`src/hw/rtl/ssd_pkg.sv`:
```
// ============================================================================
// ssd_pkg: shared types and constants of the seven-segment scan driver
// Holds the op codes, the word layouts, the segment decode and the constant
// dividers that split a binary value into decimal digits.
// ============================================================================
`default_nettype none

package ssd_pkg;

    // Op codes carried in the input tuser.
    localparam logic [1:0] OP_WRITE = 2'd0;
    localparam logic [1:0] OP_LOAD  = 2'd1;
    localparam logic [1:0] OP_SCAN  = 2'd2;

    // Word layouts.
    localparam int unsigned S_TDATA_W = 32;
    localparam int unsigned M_TDATA_W = 16;
    localparam int unsigned CHAR_W    = 8;
    localparam int unsigned SEG_W     = 7;
    localparam int unsigned EN_W      = 4;
    localparam int unsigned VALUE_W   = 16;

    localparam logic [CHAR_W-1:0] CHAR_SPACE = 8'h20;
    localparam logic [CHAR_W-1:0] CHAR_MINUS = 8'h2D;
    localparam logic [CHAR_W-1:0] CHAR_BIG_E = 8'h45;
    localparam logic [CHAR_W-1:0] CHAR_SMALL_R = 8'h72;

    typedef logic [SEG_W-1:0] t_seg;
    typedef logic [CHAR_W-1:0] t_char;

    // Active-high patterns for '0' through '9', bit 0 is segment a.
    localparam t_seg DIGIT_PAT [10] = '{
        7'h3F, 7'h06, 7'h5B, 7'h4F, 7'h66, 7'h6D, 7'h7D, 7'h07, 7'h7F, 7'h6F
    };
    localparam t_seg PAT_MINUS = 7'h40;
    localparam t_seg PAT_BIG_E = 7'h79;
    localparam t_seg PAT_SMALL_R = 7'h50;
    localparam t_seg PAT_BLANK = 7'h00;

    // Maps a character code to its segment pattern; anything unknown is blank.
    function automatic t_seg decode_char(input t_char code);
        t_seg pat;
        pat = PAT_BLANK;
        if (code inside {[8'h30:8'h39]}) begin
            pat = DIGIT_PAT[code[3:0]];
        end else if (code == CHAR_MINUS) begin
            pat = PAT_MINUS;
        end else if (code == CHAR_BIG_E) begin
            pat = PAT_BIG_E;
        end else if (code == CHAR_SMALL_R) begin
            pat = PAT_SMALL_R;
        end
        return pat;
    endfunction

    // Exact floor(v / 10**k) for any 16-bit v, by a reciprocal multiply.
    // The shift of each divisor is chosen so the rounding error never reaches
    // the next integer over the full 16-bit range.
    function automatic logic [VALUE_W-1:0] div_pow10(input logic [VALUE_W-1:0] v,
                                                      input int unsigned k);
        logic [47:0]        prod;
        logic [VALUE_W-1:0] q;
        prod = '0;
        q    = '0;
        case (k)
            0: begin
                q = v;
            end
            1: begin
                prod = 48'(v) * 48'd52429;
                q    = prod[34:19];
            end
            2: begin
                prod = 48'(v) * 48'd83887;
                q    = prod[38:23];
            end
            3: begin
                prod = 48'(v) * 48'd67109;
                q    = prod[41:26];
            end
            4: begin
                prod = 48'(v) * 48'd107375;
                q    = prod[45:30];
            end
            default: begin
                q = '0;
            end
        endcase
        return q;
    endfunction

endpackage

`default_nettype wire

```
`src/hw/rtl/ssd_bin2dec.sv`:
```
// ============================================================================
// ssd_bin2dec: binary value to decimal character row
// Splits a 16-bit value into NUM_DIGITS ASCII digits, most significant digit
// in slot 0, with the higher decimal digits dropped.
// ============================================================================
`default_nettype none

module ssd_bin2dec
    import ssd_pkg::*;
#(
    parameter int unsigned NUM_DIGITS = 4
) (
    input  wire logic [VALUE_W-1:0]           i_value,
    output logic      [NUM_DIGITS*CHAR_W-1:0] o_chars  // slot j at bits [j*8 +: 8]
);

    // Every quotient is computed from the value directly, so all digits come
    // out of parallel constant multiplies; a digit is q_k - 10 * q_(k+1).
    for (genvar g_k = 0; g_k < NUM_DIGITS; g_k++) begin : g_digit
        logic [VALUE_W-1:0] w_q_lo;
        logic [VALUE_W-1:0] w_q_hi;
        logic [VALUE_W-1:0] w_rem;

        always_comb begin
            w_q_lo = div_pow10(i_value, g_k);
            w_q_hi = div_pow10(i_value, g_k + 1);
            w_rem  = w_q_lo - ((w_q_hi << 3) + (w_q_hi << 1));
        end

        assign o_chars[(NUM_DIGITS-1-g_k)*CHAR_W +: CHAR_W] = {4'h3, w_rem[3:0]};
    end

endmodule

`default_nettype wire

```
`src/hw/rtl/seven_segment_scan_driver_core.sv`:
```
// ============================================================================
// seven_segment_scan_driver_core: multiplexed seven-segment display driver
// Holds one character per digit and, on each scan tick, drives the segment
// pattern and one-hot enable of the next digit in turn.
// ============================================================================
// Usage:
// Commands arrive on the slave stream. tuser carries the op: write one
// character, load a decimal number, or scan tick. tdata carries the digit
// index, the character code and the 16-bit number. Only a scan tick yields
// a word on the master stream, holding the segment pattern and the one-hot
// digit enable, with tlast marking the rightmost digit of the display.
// An accepted command is held in the input register; a scan tick leaving it
// loads the result register, which presents its word on the master side.
// Throughput: one command per cycle; the decimal split and the character
// decode are shallow logic between the input register and the result
// register, and writes and loads update the slots in order as they leave
// the input register. When the receiver stalls, the scan word waits in the
// result register; the input register still takes and retires writes and
// loads, and only a scan tick behind a held word waits, which then backs up
// tready. Reset empties both registers, fills every slot with a space and
// returns the scan to digit 0.
// ============================================================================
`default_nettype none

module seven_segment_scan_driver_core
    import ssd_pkg::*;
#(
    parameter int unsigned NUM_DIGITS = 4
) (
    input  wire logic                 i_clk,
    input  wire logic                 i_rst_n,
    // Command stream.
    input  wire logic                 s_axis_tvalid,
    output logic                      s_axis_tready,
    // tdata: digit_index[3:0], char_code[11:4], number_value[27:12], zero fill
    input  wire logic [S_TDATA_W-1:0] s_axis_tdata,
    // tuser: op[1:0]
    input  wire logic [1:0]           s_axis_tuser,
    // Scan stream.
    output logic                      m_axis_tvalid,
    input  wire logic                 m_axis_tready,
    // tdata: segments[6:0], digit_enable[10:7], zero fill
    output logic [M_TDATA_W-1:0]      m_axis_tdata,
    output logic                      m_axis_tlast
);

    localparam int unsigned POS_W = (NUM_DIGITS > 1) ? $clog2(NUM_DIGITS) : 1;
    localparam logic [POS_W-1:0] LAST_POS = POS_W'(NUM_DIGITS - 1);

    // Input register.
    logic               r_in_valid;
    logic [1:0]         r_op;
    logic [3:0]         r_idx;
    t_char              r_code;
    logic [VALUE_W-1:0] r_value;

    // Display state.
    t_char              r_slots [NUM_DIGITS];
    logic [POS_W-1:0]   r_scan_pos;
    logic [POS_W-1:0]   n_scan_pos;

    // Result register.
    logic               r_out_valid;
    t_seg               r_seg;
    logic [EN_W-1:0]    r_en;
    logic               r_last;
    t_seg               n_seg;
    logic [EN_W-1:0]    n_en;
    logic               n_last;

    logic               w_in_take;
    logic               w_exec;
    logic               w_do_write;
    logic               w_do_load;
    logic               w_do_scan;
    t_char              w_cur_char;
    logic [NUM_DIGITS*CHAR_W-1:0] w_dec_chars;

    // A command leaves the input register unless it is a scan tick that
    // finds the result register still held by the receiver.
    assign w_exec     = r_in_valid &&
                        ((r_op != OP_SCAN) || !r_out_valid || m_axis_tready);
    assign w_in_take  = s_axis_tvalid && s_axis_tready;
    assign s_axis_tready = !r_in_valid || w_exec;

    always_comb begin
        w_do_write = 1'b0;
        w_do_load  = 1'b0;
        w_do_scan  = 1'b0;
        case (r_op)
            OP_WRITE: w_do_write = w_exec;
            OP_LOAD:  w_do_load  = w_exec;
            OP_SCAN:  w_do_scan  = w_exec;
            default:  begin
                w_do_write = 1'b0;
            end
        endcase
    end

    always_ff @(posedge i_clk) begin
        if (!i_rst_n) begin
            r_in_valid <= 1'b0;
        end else if (s_axis_tready) begin
            r_in_valid <= s_axis_tvalid;
        end
    end

    always_ff @(posedge i_clk) begin
        if (w_in_take) begin
            r_op    <= s_axis_tuser;
            r_idx   <= s_axis_tdata[3:0];
            r_code  <= s_axis_tdata[11:4];
            r_value <= s_axis_tdata[27:12];
        end
    end

    ssd_bin2dec #(
        .NUM_DIGITS (NUM_DIGITS)
    ) u_bin2dec (
        .i_value (r_value),
        .o_chars (w_dec_chars)
    );

    // Each slot takes a write aimed at it or its digit of a number load.
    // An index past the last digit matches no slot and is dropped.
    for (genvar g_s = 0; g_s < NUM_DIGITS; g_s++) begin : g_slot
        always_ff @(posedge i_clk) begin
            if (!i_rst_n) begin
                r_slots[g_s] <= CHAR_SPACE;
            end else if (w_do_write && (r_idx == 4'(g_s))) begin
                r_slots[g_s] <= r_code;
            end else if (w_do_load) begin
                r_slots[g_s] <= w_dec_chars[g_s*CHAR_W +: CHAR_W];
            end
        end
    end

    // Character under the scan pointer.
    always_comb begin
        w_cur_char = CHAR_SPACE;
        for (int i = 0; i < NUM_DIGITS; i++) begin
            if (r_scan_pos == POS_W'(i)) begin
                w_cur_char = r_slots[i];
            end
        end
    end

    // Scan word. The enable field has four bits, so a fifth digit, if
    // configured, drives an all-zero enable.
    always_comb begin
        n_seg  = decode_char(w_cur_char);
        n_last = (r_scan_pos == LAST_POS);
        for (int b = 0; b < EN_W; b++) begin
            n_en[b] = (b < NUM_DIGITS) && (r_scan_pos == POS_W'(b));
        end
        n_scan_pos = n_last ? '0 : r_scan_pos + POS_W'(1);
    end

    always_ff @(posedge i_clk) begin
        if (!i_rst_n) begin
            r_scan_pos <= '0;
        end else if (w_do_scan) begin
            r_scan_pos <= n_scan_pos;
        end
    end

    always_ff @(posedge i_clk) begin
        if (!i_rst_n) begin
            r_out_valid <= 1'b0;
        end else if (w_do_scan) begin
            r_out_valid <= 1'b1;
        end else if (m_axis_tready) begin
            r_out_valid <= 1'b0;
        end
    end

    always_ff @(posedge i_clk) begin
        if (w_do_scan) begin
            r_seg  <= n_seg;
            r_en   <= n_en;
            r_last <= n_last;
        end
    end

    assign m_axis_tvalid = r_out_valid;
    assign m_axis_tdata  = {5'b0, r_en, r_seg};
    assign m_axis_tlast  = r_last;

endmodule

`default_nettype wire

```
`config.mk`:
```
export PLATFORM = sky130hd
export DESIGN_NAME = seven_segment_scan_driver_core
export DESIGN_NICKNAME = d
export VERILOG_FILES = /design/src/hw/rtl/ssd_pkg.sv /design/src/hw/rtl/ssd_bin2dec.sv /design/src/hw/rtl/seven_segment_scan_driver_core.sv
export SDC_FILE = /design/constraint.sdc
export NUM_CORES = 1
export LEC_CHECK = 0
export ABC_CLOCK_PERIOD_IN_PS = 6300
export CAP_MARGIN = 20
export CORE_UTILIZATION = 54
export CTS_BUF_LIST = sky130_fd_sc_hd__clkbuf_16
export DETAILED_ROUTE_END_ITERATION = 8
export DONT_BUFFER_PORTS = 1
export PLACE_DENSITY = 0.69
export SYNTH_ARGS = -nofsm -noshare
export SYNTH_HDL_FRONTEND = slang
export SYNTH_HIERARCHICAL = 1
export SYNTH_SLANG_ARGS = --single-unit
```
`constraint.sdc`:
```
create_clock -name i_clk -period 6.3 [get_ports i_clk]
set_input_delay 0.63 -clock i_clk [delete_from_list [all_inputs] [get_ports i_clk]]
set_output_delay 0.63 -clock i_clk [all_outputs]
set_load 0.005 [all_outputs]
```
==> impl_metrics.toml, run 1 <==
[outcome]
status = "complete, but fails checks"
violations = "setup timing"

[cts]
htreeDepth = 3
clockRootBuffer = "clkbuf_16"
worstSkewPairLatency_ps = 350
clock_path_buffers = 2
path_clk_slew_ps = 70
cts_tree = "built"
cts_buffers = 9
ctsHoldBuffers = 0
clock_sinks = 77

[drt]
ant_nets = 0
routed_wl_um = 51300
first_iter_violations = 902
vias = 13100
via_per_inst = 5.42
first_pass_iters = 5
drc = 0
wire_per_inst_um = 21.2

[placement]
dp.cells = 2349
place_hpwl_um = 43600
portBuffers = 0
place_congestion = 1.02
placed_area_um2 = 20400
post-place-ws_ps = -621

[sta]
worst_slack_ps = -515
slew_violations = 0
finalSetupViolations = 3
fmax_mhz = 147
hold_viol_final = 0
tightest_slew_ps = 1030
min_period_over_period_pct = 108
fin_crit_ps = 6820
relSlewSlack_pct = 31.5
fin_skew_ps = 8.56
grt_setup_unrepaired = "yes"

[critical_path]
cp.arrival_ps = 6910
worst_r2r_startpoint = "r_value[2]"
max_stage_delay_ps = 550
cp_max_fo = 4
endpoint_kind = "flip-flop"
reg2reg_to = "r_slots[2][3]"
required_ps = 6400
cp_top_family = "adder cells"
critical_path_class = "flip-flop to flip-flop"
ff2ff_setup_slack_ps = -520
reg2regPathDepth = 27
crit_buf_inv = 6
slowest_stage = "fa_1"
cp_common_cell = "xnor2_1"
start_kind = "flip-flop"

[die]
io-pin-count = 57
core-area_um2 = 32500
placementRows = 66
die-area_um2 = 33800
die_y_um = 184
start_util_pct = 54.9
die_x_um = 184

[min_path]
hold_path.startpoint = "s_axis_tdata[16]"
whs_path_depth = 0
holdCritPathClass = "primary input to flip-flop"
min_to = "r_value[4]"

[synth]
synth_area_um2 = 17900
yosysWarningCount = 6
yosysSeqAreaShare_pct = 12.7
synth_cells = 1679
ys_types = 77
synth_flop_cell = "edfxtp_1"
ys_ff_latch = 77
synth_edf_count = 73
ys_async_sr_fraction_pct = 0
syn_avg_cell_area_um2 = 10.6

[global_routing]
grt_usage_pct = 31.4
grt-ovfl-total = 0
grt_antenna_before_repair = 1
grt_max_degree = 31
grt_pass1_vias = 14100
grt_pass1_wl_um = 77600

[layout]
layout-drive-gt1-share_pct = 23.9
final_cells = 2418
final_cell_mix = "inv_1 (456), ha_1 (343), fa_1 (277)"
final_nets = 2697
final_cell_area_um2 = 22000
regArea_um2 = 2270
final_util_pct = 67.5
syn2layout_area_growth_pct = 23.0
fillerInstances = 2423
multi_input_area_um2 = 14600
final_common_cell = "inv_1"

[job]
drv_cap = 0
## per-layer routing
layer | up-vias | wire length (µm) | global-route usage (%)
met5 | - | 0 | 0
met4 | 0 | 2320 | 12.6
met3 | 112 | 3690 | 6.95
met2 | 432 | 24800 | 52.5
met1 | 6601 | 20500 | 39.6
li1 | 5968 | - | -
## synthesized netlist by cell type (9+ instances only)
cell / number / share of area [%]
a21oi_1: 40 / 1.1
edfxtp_1: 73 / 12
nand4_1: 10 / 0.35
a31oi_1: 9 / 0.32
nor2b_1: 10 / 0.35
nor3_1: 10 / 0.28
xor2_1: 9 / 0.44
nand3_1: 19 / 0.53
a22o_1: 28 / 1.4
ha_1: 395 / 28
nor2_1: 42 / 0.88
a21o_1: 10 / 0.42
nand2_1: 37 / 0.78
fa_1: 295 / 33
inv_1: 479 / 10
o21ai_0: 18 / 0.50
buf_4: 23 / 0.97
xnor2_1: 37 / 1.8
## state kept, by name, summed over array words and instances, names as in the netlist
signal / count
r_slots: 32
r_value: 16
r_code: 8
r_seg: 7
r_en: 4
r_idx: 4
r_op: 2
r_scan_pos: 2
m_axis_tvalid: 1
r_in_valid: 1
## worst max-delay path by stage
stage                           start             to  slack (ps)  cells after the start
final                      r_value[2]  r_slots[2][3]        -520                     27
after global routing       r_value[2]  r_slots[2][3]        -660                     27
after CTS                  r_value[3]  r_slots[1][3]        -400                     26
after detailed placement  r_value[14]  r_slots[0][3]        -620                     28
after global placement    r_value[14]  r_slots[0][3]        -530                     27
after floorplan            r_value[5]  r_slots[1][3]        -200                     24
## cell type report
type                       count  share of cell area (%)
antenna                        2                  0.0228
inverter                     479                    8.23
clock inverter                 7                   0.581
tap                          442                    2.52
sequential                    77                    10.3
multi-input combinational   1111                    66.5
clock buffer                   9                    1.03
timing repair buffer         291                    10.8
## cell families (layout without fill, tap and decap cells)
logic type	after synthesis	in the layout	synth area share, %
adders and majority gates	690	690	60.8
and+or+nand+nor	162	162	4.65
muxes	3	3	0.168
xor gates and xnor gates	49	49	2.63
other	3	23	0.0631
buffers and inverters	509	786	11.3
DFF	77	77	12.7
AOI/OAI and AO/OA	186	186	7.74
## per-stage QoR
stage | TNS, ps | hold WS (ps)
after floorplan | -538 | 510
after global placement | -1740 | 528
after detailed placement | -2200 | 568
after CTS | -1110 | 364
after global routing | -1950 | 361
final | -1310 | 373
## timing repair
item	4_1_cts	5_1_grt
setup endpoints to repair	10	11
resized for setup	98	67
pin swaps	97	74
endpoints found under the hold margin	0	0
buffers inserted	37	15
Power of run 1 is not shown: default switching activity piles up to over one toggle a cycle in this logic, so the estimate is an artifact.
==> run 2, diff against run 1 <==
Settings changed: CELL_PAD_IN_SITES_DETAIL_PLACEMENT set to 1, CELL_PAD_IN_SITES_GLOBAL_PLACEMENT set to 1, CORE_UTILIZATION 54 to 49, PLACE_DENSITY 0.69 to 0.77.
==> run 2 against run 1 <==
Net effect: the flow finishes with violations (DRC, setup timing); critical path depth rose by 2; final cell count rose by 1.5%; clock skew rose by 11 ps; highest routed layer is now met5; largest cell class unchanged; clock-buffer cell count did not move; sequential share of layout area fell by 0.16 points; critical endpoint is now r_slots[0][3]; final area rose by 1.6%; hold slack got worse by 20 ps; global-route usage rose by 4.1 points; via count rose by 18%.
==> impl_metrics.toml, run 2 (synthesized netlist as in run 1, its figures left out) <==
[layout]
largest_reg_flops = 32
final_nets = 2707
layout-drive-gt1-share_pct = 26.2
final_cell_mix = "inv_1 (451), ha_1 (339), fa_1 (271)"
final_cell_area_um2 = 22300
final_common_cell = "inv_1"
final_cells = 2454
top_register = "r_slots"
syn2layout_area_growth_pct = 25.0
reg_top3 = "r_slots (32), r_value (16), r_code (8)"

[critical_path]
max_stage_delay_ps = 590
cp_max_fo = 6
cp_top_family = "adder cells"
critical_path_class = "flip-flop to flip-flop"
worst_r2r_startpoint = "r_value[9]"
cp-startpoint = "r_value[9]"
start_kind = "flip-flop"
crit_buf_inv = 7
slowest_stage = "fa_1"
required_ps = 6410
cp.arrival_ps = 7440
endpoint_kind = "flip-flop"

[drt]
first_iter_violations = 1257
ant_nets = 0
first_pass_iters = 8
via_per_inst = 6.29
wire_per_inst_um = 32.9
routed_wl_um = 80800
vias = 15400
drc = 4

[sta]
worst_slack_ps = -1020
relSlewSlack_pct = 22.6
fin_skew_ps = 19.6
grt_setup_unrepaired = "yes"
hold_viol_final = 0
holdWs_ps = 353
finalSetupViolations = 13
tightest_slew_ps = 1160
fmax_mhz = 137
setup_tns_ps = -5900
min_period_over_period_pct = 116
slew_violations = 0
fin_crit_ps = 7320

[cts]
path_clk_slew_ps = 90
cts_tree = "built"
clockRootBuffer = "clkbuf_16"
clock_path_buffers = 2
cts_buffers = 9
htreeDepth = 3
clock_sinks = 77
ctsHoldBuffers = 0
worstSkewPairLatency_ps = 370

[placement]
portBuffers = 0
place_congestion = 0.933
placed_area_um2 = 20300
dp.cells = 2360
place_hpwl_um = 51000

[die]
start_util_pct = 50.0
die-area_um2 = 37200
core-area_um2 = 35700
io-pin-count = 57
die_x_um = 193
die_y_um = 193
placementRows = 69

[global_routing]
grt_pass1_wl_um = 95000
grt-ovfl-total = 0
grt_pass1_vias = 16300
grt_usage_pct = 35.5
grt_antenna_before_repair = 10
grt_max_degree = 29

[outcome]
violations = "DRC, setup timing"
status = "complete, but fails checks"

[min_path]
holdCritPathClass = "primary input to flip-flop"
hold_path.startpoint = "s_axis_tdata[13]"

[job]
drv_cap = 0
-- run 2: changes by cell type in the layout (fill, tap and decap cells not counted), moves of 4 or more --
cell and delta:
buf_4 +10, diode_2 +7, fa_1 -6, fa_2 +6, xnor2_2 +6, inv_1 -5, xnor2_1 -5, ha_1 -4
inv_2 +4
-- run 2: routing by layer --
layer	global-route usage (%)	part of all wire (%)	vias to the layer above	wire (µm)
met5	0	0.035	-	28
met4	22.1	11	4	8730
met3	7.36	9.9	605	8010
met2	61.3	47	1133	37700
met1	40.0	33	7681	26300
li1	-	-	6010	-
-- run 2: worst reg2reg max path: cells and delay by family (launching register included) --
kind / cells / cell delay, ps
adder cells (fa/ha/maj): 8 / 3390
XOR/XNOR: 7 / 1480
buffers and inverters: 7 / 830
AO/OA/AOI/OAI: 3 / 590
flip-flops: 1 / 460
AND/OR/NAND/NOR: 4 / 340
-- run 2: area by class of cell --
| class | instances | area (µm²) |
|---|---|---|
| diodes | 9 | 22.5 |
| clock buffers | 9 | 225 |
| clock inverters | 7 | 76.3 |
| fillers | 3747 | 13400 |
| inverters | 479 | 1820 |
| multi-input cells | 1111 | 14900 |
| flip-flops and latches | 77 | 2270 |
| well taps | 461 | 577 |
| repair buffers | 301 | 2460 |
-- run 2: what timing repair did --
action | in CTS | in global routing
pin swaps | 50 | 134
resized for setup | 71 | 149
endpoints found under the hold margin | 0 | 0
buffers inserted | 32 | 41
endpoints found under the setup margin | 11 | 12
-- run 2: worst paths after layout --
| path | slack [ps] | endpoint | cells past startpoint |
|---|---|---|---|
| hold reg to reg | 610 | m_axis_tvalid | 2 |
| setup / recovery | -1020 | r_slots[0][3] | 29 |
| setup reg to reg | -1020 | r_slots[0][3] | 29 |
| hold / removal | 350 | r_value[1] | 0 |
-- run 2: through the flow --
stage / worst slack, ps / util, %
after detailed placement: -868 / 56.8
after CTS: -692 / 59.4
after floorplan: -196 / -
final: -1020 / 62.4
after global placement: -663 / 56.8
after global routing: -1130 / 62.4
Power of run 2 is left out for the same reason.
